`src/design/skf_pkg.sv`:
```
// skf_pkg: widths, fixed-point constants, register codes and shared types
// for the scalar kalman sample filter; no dependencies
`default_nettype none

package skf_pkg;

  // fixed-point format of covariance, noise terms and gain
  localparam int FRAC_BITS = 24;
  localparam int SAMPLE_W  = 16;
  localparam int FX_W      = 32;
  localparam int GAIN_W    = FRAC_BITS + 1;
  localparam int DEN_W     = FX_W + 1;
  localparam int REM_W     = FX_W + 2;
  localparam int PROD_W    = 2 * FX_W;
  localparam int DCNT_W    = $clog2(GAIN_W);
  localparam int CFG_IDX_W = 1;

  localparam logic [GAIN_W-1:0] GAIN_ONE = GAIN_W'(1) << FRAC_BITS;

  // reset values, rounded to nearest and saturated to the 32-bit range
  localparam longint unsigned ONE_L    = 64'd1 << FRAC_BITS;
  localparam longint unsigned MAX_L    = 64'hFFFF_FFFF;
  localparam longint unsigned Q_RST_L  = (25 * ONE_L + 500) / 1000;
  localparam longint unsigned R_RST_L  = (ONE_L + 500) / 1000;
  localparam longint unsigned P_RST_L  = 10 * ONE_L;
  localparam logic [FX_W-1:0] Q_RST = FX_W'((Q_RST_L > MAX_L) ? MAX_L : Q_RST_L);
  localparam logic [FX_W-1:0] R_RST = FX_W'((R_RST_L > MAX_L) ? MAX_L : R_RST_L);
  localparam logic [FX_W-1:0] P_RST = FX_W'((P_RST_L > MAX_L) ? MAX_L : P_RST_L);

  // configuration register indexes
  localparam logic [CFG_IDX_W-1:0] REG_PROCESS_NOISE     = 1'b0;
  localparam logic [CFG_IDX_W-1:0] REG_MEASUREMENT_NOISE = 1'b1;

  // divider request from the sequencer
  typedef struct packed {
    logic             start;
    logic [FX_W-1:0]  num;
    logic [DEN_W-1:0] den;
  } div_req_t;

  // multiplier request from the sequencer
  typedef struct packed {
    logic            start;
    logic [FX_W-1:0] op_a;
    logic [FX_W-1:0] op_b;
  } mul_req_t;

  // sequencer states
  typedef enum logic [6:0] {
    ST_IDLE = 7'b0000001,
    ST_SAT  = 7'b0000010,
    ST_LOAD = 7'b0000100,
    ST_DIV  = 7'b0001000,
    ST_MUL1 = 7'b0010000,
    ST_MUL2 = 7'b0100000,
    ST_DONE = 7'b1000000
  } state_t;

endpackage

`default_nettype wire

```
`src/design/skf_if.sv`:
```
// skf_if: valid/ready channel interfaces for samples and filtered results
// depends on skf_pkg for the payload widths
`default_nettype none

interface skf_in_if;
  logic                         valid;
  logic                         ready;
  logic [skf_pkg::SAMPLE_W-1:0] sample;

  modport source (output valid, output sample, input ready);
  modport sink   (input valid, input sample, output ready);
endinterface

interface skf_out_if;
  logic                         valid;
  logic                         ready;
  logic [skf_pkg::SAMPLE_W-1:0] filtered;

  modport source (output valid, output filtered, input ready);
  modport sink   (input valid, input filtered, output ready);
endinterface

`default_nettype wire

```
`src/design/scalar_kalman_sample_filter_top.sv`:
```
// scalar_kalman_sample_filter_top: sequencer, state and registers of the filter
// depends on skf_pkg, skf_if, skf_div and skf_mul
//
//   channel   dir  handshake      payload
//   in_chan   in   valid/ready    sample   [15:0]
//   out_chan  out  valid/ready    filtered [15:0]
//   cfg_*     in   cfg_we         cfg_idx [0], cfg_wdata [31:0]
//
// an item passes through the saturate, load, divide, two multiply and done states
// from accept to result; the bit-per-cycle divider forms the gain
// in_chan.ready is high only while the sequencer is idle; a result waits in the
// output register while the next sample is accepted and worked on
// the final step stalls until the output register is free
// synchronous active-low reset restores estimate, covariance and noise terms
`default_nettype none

module scalar_kalman_sample_filter_top (
  input  wire logic                          clk,
  input  wire logic                          rst_n,
  skf_in_if.sink                             in_chan,
  skf_out_if.source                          out_chan,
  input  wire logic                          cfg_we,
  input  wire logic [skf_pkg::CFG_IDX_W-1:0] cfg_idx,
  input  wire logic [skf_pkg::FX_W-1:0]      cfg_wdata
);

  localparam int F   = skf_pkg::FRAC_BITS;
  localparam int SW  = skf_pkg::SAMPLE_W;
  localparam int FW  = skf_pkg::FX_W;
  localparam int GW  = skf_pkg::GAIN_W;
  localparam int PW  = skf_pkg::PROD_W;

  skf_pkg::state_t             state_r, state_nxt;
  logic [FW-1:0]               q_r;
  logic [FW-1:0]               r_r;
  logic [SW-1:0]               est_r;
  logic [FW-1:0]               cov_r;
  logic [SW-1:0]               sample_r;
  logic [FW-1:0]               p1_r;
  logic                        den_zero_r;
  logic                        neg_r;
  logic [SW-1:0]               mag_r;
  logic [GW-1:0]               gain_r;
  logic [SW-1:0]               step_r;
  logic                        out_valid_r;
  logic [SW-1:0]               out_data_r;

  logic [FW:0]                 p_sum;
  logic [skf_pkg::DEN_W-1:0]   den;
  skf_pkg::div_req_t           div_req;
  logic                        div_done;
  logic [GW-1:0]               div_quo;
  skf_pkg::mul_req_t           mul_req;
  logic [PW-1:0]               mul_prod;
  logic [PW-1:0]               prod_round;
  logic                        in_fire;
  logic                        out_free;
  logic [SW-1:0]               est_new;

  assign in_fire  = in_chan.valid && in_chan.ready;
  assign out_free = !out_valid_r || out_chan.ready;

  // saturating p + q and the gain denominator
  assign p_sum = {1'b0, cov_r} + {1'b0, q_r};
  assign den   = {1'b0, p1_r} + {1'b0, r_r};

  // divider and multiplier requests
  always_comb begin
    div_req.start = (state_r == skf_pkg::ST_LOAD);
    div_req.num   = p1_r;
    div_req.den   = den;

    mul_req.start = (state_r == skf_pkg::ST_MUL1) || (state_r == skf_pkg::ST_MUL2);
    if (state_r == skf_pkg::ST_MUL1) begin
      mul_req.op_a = FW'(gain_r);
      mul_req.op_b = FW'(mag_r);
    end else begin
      mul_req.op_a = FW'(skf_pkg::GAIN_ONE - gain_r);
      mul_req.op_b = p1_r;
    end
  end

  skf_div u_div (
    .clk      (clk),
    .rst_n    (rst_n),
    .req      (div_req),
    .done     (div_done),
    .quotient (div_quo)
  );

  skf_mul u_mul (
    .clk     (clk),
    .req     (mul_req),
    .product (mul_prod)
  );

  // step rounded toward minus infinity when moving down
  assign prod_round = mul_prod + PW'((64'd1 << F) - 64'd1);
  assign est_new    = neg_r ? (est_r - step_r) : (est_r + step_r);

  // sequencer next state
  always_comb begin
    state_nxt = state_r;
    case (state_r)
      skf_pkg::ST_IDLE: if (in_fire) state_nxt = skf_pkg::ST_SAT;
      skf_pkg::ST_SAT:  state_nxt = skf_pkg::ST_LOAD;
      skf_pkg::ST_LOAD: state_nxt = skf_pkg::ST_DIV;
      skf_pkg::ST_DIV:  if (div_done) state_nxt = skf_pkg::ST_MUL1;
      skf_pkg::ST_MUL1: state_nxt = skf_pkg::ST_MUL2;
      skf_pkg::ST_MUL2: state_nxt = skf_pkg::ST_DONE;
      skf_pkg::ST_DONE: if (out_free) state_nxt = skf_pkg::ST_IDLE;
      default:          state_nxt = skf_pkg::ST_IDLE;
    endcase
  end

  // control state, filter state and configuration
  always_ff @(posedge clk) begin
    if (!rst_n) begin
      state_r     <= skf_pkg::ST_IDLE;
      q_r         <= skf_pkg::Q_RST;
      r_r         <= skf_pkg::R_RST;
      est_r       <= '0;
      cov_r       <= skf_pkg::P_RST;
      out_valid_r <= 1'b0;
    end else begin
      state_r <= state_nxt;
      if (cfg_we) begin
        case (cfg_idx)
          skf_pkg::REG_PROCESS_NOISE:     q_r <= cfg_wdata;
          skf_pkg::REG_MEASUREMENT_NOISE: r_r <= cfg_wdata;
          default: ;
        endcase
      end
      if ((state_r == skf_pkg::ST_DONE) && out_free) begin
        est_r       <= est_new;
        cov_r       <= mul_prod[F+FW-1:F];
        out_valid_r <= 1'b1;
      end else if (out_valid_r && out_chan.ready) begin
        out_valid_r <= 1'b0;
      end
    end
  end

  // per-transaction datapath registers
  always_ff @(posedge clk) begin
    if (in_fire) begin
      sample_r <= in_chan.sample;
    end
    if (state_r == skf_pkg::ST_SAT) begin
      p1_r <= p_sum[FW] ? '1 : p_sum[FW-1:0];
      if (sample_r >= est_r) begin
        neg_r <= 1'b0;
        mag_r <= sample_r - est_r;
      end else begin
        neg_r <= 1'b1;
        mag_r <= est_r - sample_r;
      end
    end
    if (state_r == skf_pkg::ST_LOAD) begin
      den_zero_r <= (den == '0);
    end
    if ((state_r == skf_pkg::ST_DIV) && div_done) begin
      gain_r <= den_zero_r ? skf_pkg::GAIN_ONE : div_quo;
    end
    if (state_r == skf_pkg::ST_MUL2) begin
      step_r <= neg_r ? prod_round[F+SW-1:F] : mul_prod[F+SW-1:F];
    end
    if ((state_r == skf_pkg::ST_DONE) && out_free) begin
      out_data_r <= est_new;
    end
  end

  assign in_chan.ready     = (state_r == skf_pkg::ST_IDLE);
  assign out_chan.valid    = out_valid_r;
  assign out_chan.filtered = out_data_r;

endmodule

`default_nettype wire

```
`src/design/skf_div.sv`:
```
// skf_div: restoring divider, one quotient bit per cycle, GAIN_W bits
// computes floor((num << FRAC_BITS) / den) for num <= den; depends on skf_pkg
`default_nettype none

module skf_div (
  input  wire logic                       clk,
  input  wire logic                       rst_n,
  input  wire skf_pkg::div_req_t          req,
  output logic                            done,
  output logic [skf_pkg::GAIN_W-1:0]      quotient
);

  logic                         busy_r;
  logic                         done_r;
  logic [skf_pkg::DCNT_W-1:0]   cnt_r;
  logic [skf_pkg::REM_W-1:0]    rem_r;
  logic [skf_pkg::DEN_W-1:0]    den_r;
  logic [skf_pkg::GAIN_W-1:0]   quo_r;
  logic                         rem_ge;
  logic [skf_pkg::REM_W-1:0]    rem_sub;

  // shared compare and subtract
  always_comb begin
    rem_ge  = rem_r >= {1'b0, den_r};
    rem_sub = rem_ge ? (rem_r - {1'b0, den_r}) : rem_r;
  end

  // iteration control and datapath
  always_ff @(posedge clk) begin
    if (!rst_n) begin
      busy_r <= 1'b0;
      done_r <= 1'b0;
    end else begin
      // done pulses for one cycle as the last quotient bit is registered
      done_r <= busy_r && !req.start && (cnt_r == '0);
      if (req.start) begin
        rem_r  <= {2'b00, req.num};
        den_r  <= req.den;
        quo_r  <= '0;
        cnt_r  <= skf_pkg::DCNT_W'(skf_pkg::GAIN_W - 1);
        busy_r <= 1'b1;
      end else if (busy_r) begin
        quo_r <= {quo_r[skf_pkg::GAIN_W-2:0], rem_ge};
        rem_r <= {rem_sub[skf_pkg::REM_W-2:0], 1'b0};
        if (cnt_r == '0) begin
          busy_r <= 1'b0;
        end else begin
          cnt_r <= cnt_r - 1'b1;
        end
      end
    end
  end

  assign done     = done_r;
  assign quotient = quo_r;

endmodule

`default_nettype wire

```
`src/design/skf_mul.sv`:
```
// skf_mul: shared 32x32 multiplier with registered product
// used for the estimate step and the covariance update; depends on skf_pkg
`default_nettype none

module skf_mul (
  input  wire logic                     clk,
  input  wire skf_pkg::mul_req_t        req,
  output logic [skf_pkg::PROD_W-1:0]    product
);

  logic [skf_pkg::PROD_W-1:0] prod_r;

  // product holds until the next request
  always_ff @(posedge clk) begin
    if (req.start) begin
      prod_r <= skf_pkg::PROD_W'(req.op_a) * skf_pkg::PROD_W'(req.op_b);
    end
  end

  assign product = prod_r;

endmodule

`default_nettype wire
```
`src/flat_wrapper.sv`:
```
// flat-port wrapper written by rule: the top's interface ports become plain ports
module scalar_kalman_sample_filter_top_flat 
  (clk, rst_n, cfg_we, cfg_idx, cfg_wdata, in_chan_valid, in_chan_sample, in_chan_ready, out_chan_valid, out_chan_filtered, out_chan_ready);
  skf_in_if in_chan_i ();
  skf_out_if out_chan_i ();
  input  wire logic clk;
  input  wire logic rst_n;
  input  wire logic cfg_we;
  input  wire logic [skf_pkg::CFG_IDX_W-1:0] cfg_idx;
  input  wire logic [skf_pkg::FX_W-1:0] cfg_wdata;
  input wire logic [$bits(in_chan_i.valid)-1:0] in_chan_valid;
  input wire logic [$bits(in_chan_i.sample)-1:0] in_chan_sample;
  output wire logic [$bits(in_chan_i.ready)-1:0] in_chan_ready;
  output wire logic [$bits(out_chan_i.valid)-1:0] out_chan_valid;
  output wire logic [$bits(out_chan_i.filtered)-1:0] out_chan_filtered;
  input wire logic [$bits(out_chan_i.ready)-1:0] out_chan_ready;
  assign in_chan_i.valid = in_chan_valid;
  assign in_chan_i.sample = in_chan_sample;
  assign in_chan_ready = in_chan_i.ready;
  assign out_chan_valid = out_chan_i.valid;
  assign out_chan_filtered = out_chan_i.filtered;
  assign out_chan_i.ready = out_chan_ready;
  scalar_kalman_sample_filter_top u_core (.clk(clk), .rst_n(rst_n), .in_chan(in_chan_i), .out_chan(out_chan_i), .cfg_we(cfg_we), .cfg_idx(cfg_idx), .cfg_wdata(cfg_wdata));
endmodule
```
`config.mk`:
```
export PLATFORM = sky130hd
export DESIGN_NAME = scalar_kalman_sample_filter_top_flat
export DESIGN_NICKNAME = d
export VERILOG_FILES = /design/src/design/skf_pkg.sv /design/src/design/skf_if.sv /design/src/design/scalar_kalman_sample_filter_top.sv /design/src/design/skf_div.sv /design/src/design/skf_mul.sv /design/src/flat_wrapper.sv
export SDC_FILE = /design/constraint.sdc
export NUM_CORES = 2
export LEC_CHECK = 0
export ABC_AREA = 1
export BUFFER_PORTS_ARGS = -buffer_cell sky130_fd_sc_hd__buf_2
export CAP_MARGIN = 20
export CORE_UTILIZATION = 35
export DETAILED_ROUTE_END_ITERATION = 10
export RECOVER_POWER = 50
export SLEW_MARGIN = 20
export SYNTH_ARGS = -nofsm -noshare
export SYNTH_HDL_FRONTEND = slang
export SYNTH_SLANG_ARGS = --single-unit
```
`constraint.sdc`:
```
create_clock -name clk -period 9.6 [get_ports clk]
set_input_delay 1.44 -clock clk [delete_from_list [all_inputs] [get_ports clk]]
set_output_delay 1.44 -clock clk [all_outputs]
set_load 0.005 [all_outputs]
```
==> flow_metrics.env <==
export IMPL_outcome="finished, violations left"
export IMPL_violations="max-capacitance violations, max-slew violations"
export IMPL_fin_tns_setup_ps=0
export IMPL_cts_buffer_depth=3
export IMPL_overflow=0
export IMPL_hold_violations=0
export IMPL_crit_fanout=7
export IMPL_io_pins=72
export IMPL_regArea_um2=10700
export IMPL_grt_first_pass_wirelength_mm=260
export IMPL_top_usage_layer="met2"
export IMPL_met3_usage=0.0311
export IMPL_synth_area_um2=52000
export IMPL_cp_top_family="adder cells"
export IMPL_synth_edff_count=276
export IMPL_grt_max_degree=67
export IMPL_grt_pass1_vias=42428
export IMPL_reg2reg_slack_ps=280
export IMPL_cp_common_cell="fa_1"
export IMPL_ys_warn_count=0
export IMPL_critical_path_class="flop to flop"
export IMPL_rsz0062_at_grt="false"
export IMPL_max_stage_delay_ps=540
export IMPL_setup_violations=0
export IMPL_core_um2=147000
export IMPL_area_growth_pct=9.67
export IMPL_ys_ff_latch=398
export IMPL_slew_headroom=-0.995
export IMPL_crit_required_ps=9980
export IMPL_multi_input_area_um2=35400
export IMPL_min_path_cells=2
export IMPL_use_met1=0.316
export IMPL_cts_root_buf="clkbuf_16"
export IMPL_finalNetCount=7449
export IMPL_tightest_slew_ps=2990
export IMPL_fin_crit_sh=0.971
export IMPL_dp_cells=8068
export IMPL_cap_violations=7
export IMPL_io_buffers=71
export IMPL_holdWs_ps=481
export IMPL_ant_nets=0
export IMPL_rr_startpoint="u_core.gain_r[0]"
export IMPL_cts_max_level=2
export IMPL_drive_gt1_frac=0.0683
export IMPL_die_area_um2=150000
export IMPL_place_gp_congestion=0.978
export IMPL_final_max_slew_violation_count=346
export IMPL_numCtsBuffers=45
export IMPL_fillCellCount=14972
export IMPL_syn_nets=7334
export IMPL_die_w_um=387
export IMPL_seq_area_frac_synth=0.206
export IMPL_grt_use_met2=0.360
export IMPL_layout_cells_non_filler=8155
export IMPL_arrival_ps=9710
export IMPL_hp_class="flop to flop"
export IMPL_avgSynthCellArea_um2=8.56
export IMPL_final_core_util=0.386
export IMPL_via_per_inst=5.04
export IMPL_dominantRegCellSynth="edfxtp_1"
export IMPL_hpwlAfterDp_mm=141
export IMPL_wl_per_cell_um=20.7
export IMPL_synth_distinct_cells=61
export IMPL_route_detailed_drc=0
export IMPL_initial_utilization=0.352
export IMPL_cts_tree="built"
export IMPL_drt_wl_total_mm=169
export IMPL_timing_rr_end="u_core.u_mul.product[53]"
export IMPL_clk_pin_slew_ps=60
export IMPL_antenna_found_initial=0
export IMPL_cp_end_kind="flop"
export IMPL_dr_pass1_iters=6
export IMPL_final_common_cell="inv_1"
export IMPL_row_count=141
export IMPL_hold_start="u_core.r_r[14]"
export IMPL_drt_initial_drc_count=3715
export IMPL_fin_worst_skew_ps=24.6
export IMPL_worst_path_buf_inv=8
export IMPL_cp_start_kind="flop"
export IMPL_critical_path_slowest_cell="fa_1"
export IMPL_async_reset_ff_frac=0
export IMPL_fp_dieH_um=387
export IMPL_synthCells=6074
export IMPL_clock_sinks=398
export IMPL_vias=41119
export IMPL_fmax_mhz=107
export IMPL_whs_endpoint="u_core.r_r[14]"
export IMPL_layout_common_cells="1,293 x inv_1, 897 x nor2_1, 856 x nand2_1"
export IMPL_period_needed_ps=9320
export IMPL_gr_usage_all_layers=0.227
export IMPL_clk_latency_ps=600
export IMPL_rr_worst_depth=33
-- synth_stat cells, types with 3 or more instances --
cell type / instances / share of area
a211oi_1: 4 / 0.00058
a21boi_0: 4 / 0.00058
a21o_1: 17 / 0.0025
a21oi_1: 281 / 0.027
a21oi_2: 5 / 0.00084
a221oi_1: 4 / 0.00067
a31oi_1: 22 / 0.0026
buf_1: 4 / 0.00029
buf_2: 31 / 0.0030
buf_4: 10 / 0.0014
buf_6: 9 / 0.0020
clkbuf_1: 132 / 0.0095
clkinv_1: 16 / 0.0012
dfxtp_1: 122 / 0.047
edfxtp_1: 276 / 0.16
fa_1: 845 / 0.33
ha_1: 361 / 0.087
inv_1: 1296 / 0.094
inv_2: 15 / 0.0011
mux2i_1: 6 / 0.0012
nand2_1: 859 / 0.062
nand2_2: 3 / 0.00036
nand3_1: 120 / 0.012
nand3b_1: 6 / 0.00087
nand4_1: 28 / 0.0034
nor2_1: 902 / 0.065
nor2_2: 34 / 0.0041
nor3_1: 31 / 0.0030
nor3_2: 3 / 0.00058
nor4_1: 20 / 0.0024
o211ai_1: 32 / 0.0046
o21a_1: 10 / 0.0014
o21ai_0: 280 / 0.027
o21ai_1: 11 / 0.0011
o21ai_2: 7 / 0.0012
o21bai_1: 13 / 0.0019
o221ai_1: 5 / 0.00084
o22ai_1: 3 / 0.00036
o311ai_0: 3 / 0.00051
o31ai_1: 10 / 0.0014
or2_2: 20 / 0.0024
xnor2_1: 74 / 0.012
xor2_1: 115 / 0.019
-- worst reg2reg max path, delay by kind of cell (launching register included) --
kind / cells / cell delay [ps]
adders and majority gates: 10 / 4280
AOI/OAI and AO/OA: 1 / 120
DFF: 1 / 430
and+or+nand+nor: 13 / 2750
buffers and inverters: 8 / 1230
xor gates and xnor gates: 1 / 330
-- layer usage --
metal / share of wire / vias up
li1: - / 18786
met1: 0.43 / 20577
met2: 0.45 / 1487
met3: 0.073 / 269
met4: 0.042 / 0
met5: 0 / -
-- flip-flops by register name (all words and copies together), names as in the netlist, 25 cells and up --
signal and cells:
u_core.u_mul.product 56, u_core.u_div.rem_r 34, u_core.u_div.den_r 33, u_core.cov_r 32, u_core.p1_r 32, u_core.q_r 32
u_core.r_r 32, u_core.gain_r 25, u_core.u_div.quotient 25
-- per-stage QoR --
stage | setup slack (ps) | area (um2)
global route | 50.9 | 57000
floorplan | 1160 | 52000
detailed placement | 110 | 55400
CTS | 61.4 | 57000
global placement | 89.8 | 55400
finish | 277 | 57000
-- cells by family after synthesis --
| group | count (synthesis) | synth area share |
|---|---|---|
| xor gates and xnor gates | 189 | 0.0319 |
| buffers and inverters | 1515 | 0.112 |
| adders and majority gates | 1206 | 0.412 |
| DFF | 398 | 0.206 |
| muxes | 6 | 0.00116 |
| AOI/OAI and AO/OA | 719 | 0.0769 |
| and+or+nand+nor | 2041 | 0.159 |
-- final cells by class --
type | count | area share
multi-input cells | 4161 | 0.622
inverters | 1329 | 0.0878
well taps | 1930 | 0.0424
repair buffers | 254 | 0.0324
clock buffers | 68 | 0.0247
flip-flops and latches | 398 | 0.188
clock inverters | 14 | 0.00252
diodes | 1 | 0.0000439
-- worst max-delay path by stage --
stage	slack, ps	start	to	depth (start not counted)
after global routing	50	u_core.gain_r[0]	u_core.u_mul.product[45]	38
after floorplan	1160	u_core.gain_r[0]	u_core.u_mul.product[45]	36
after detailed placement	110	u_core.gain_r[5]	u_core.u_mul.product[55]	34
final	280	u_core.gain_r[0]	u_core.u_mul.product[53]	33
after CTS	60	u_core.gain_r[5]	u_core.u_mul.product[55]	34
after global placement	90	u_core.gain_r[5]	u_core.u_mul.product[55]	34
-- what timing repair did --
action	4_1_cts	5_1_grt
gates resized for setup	0	11
endpoints found under the setup margin	0	15
hold buffers	0	0
buffers inserted	0	4
Power is left out: the tool's default activity adds up to more than one toggle a clock period on the data nets, which glitch-free logic cannot reach.
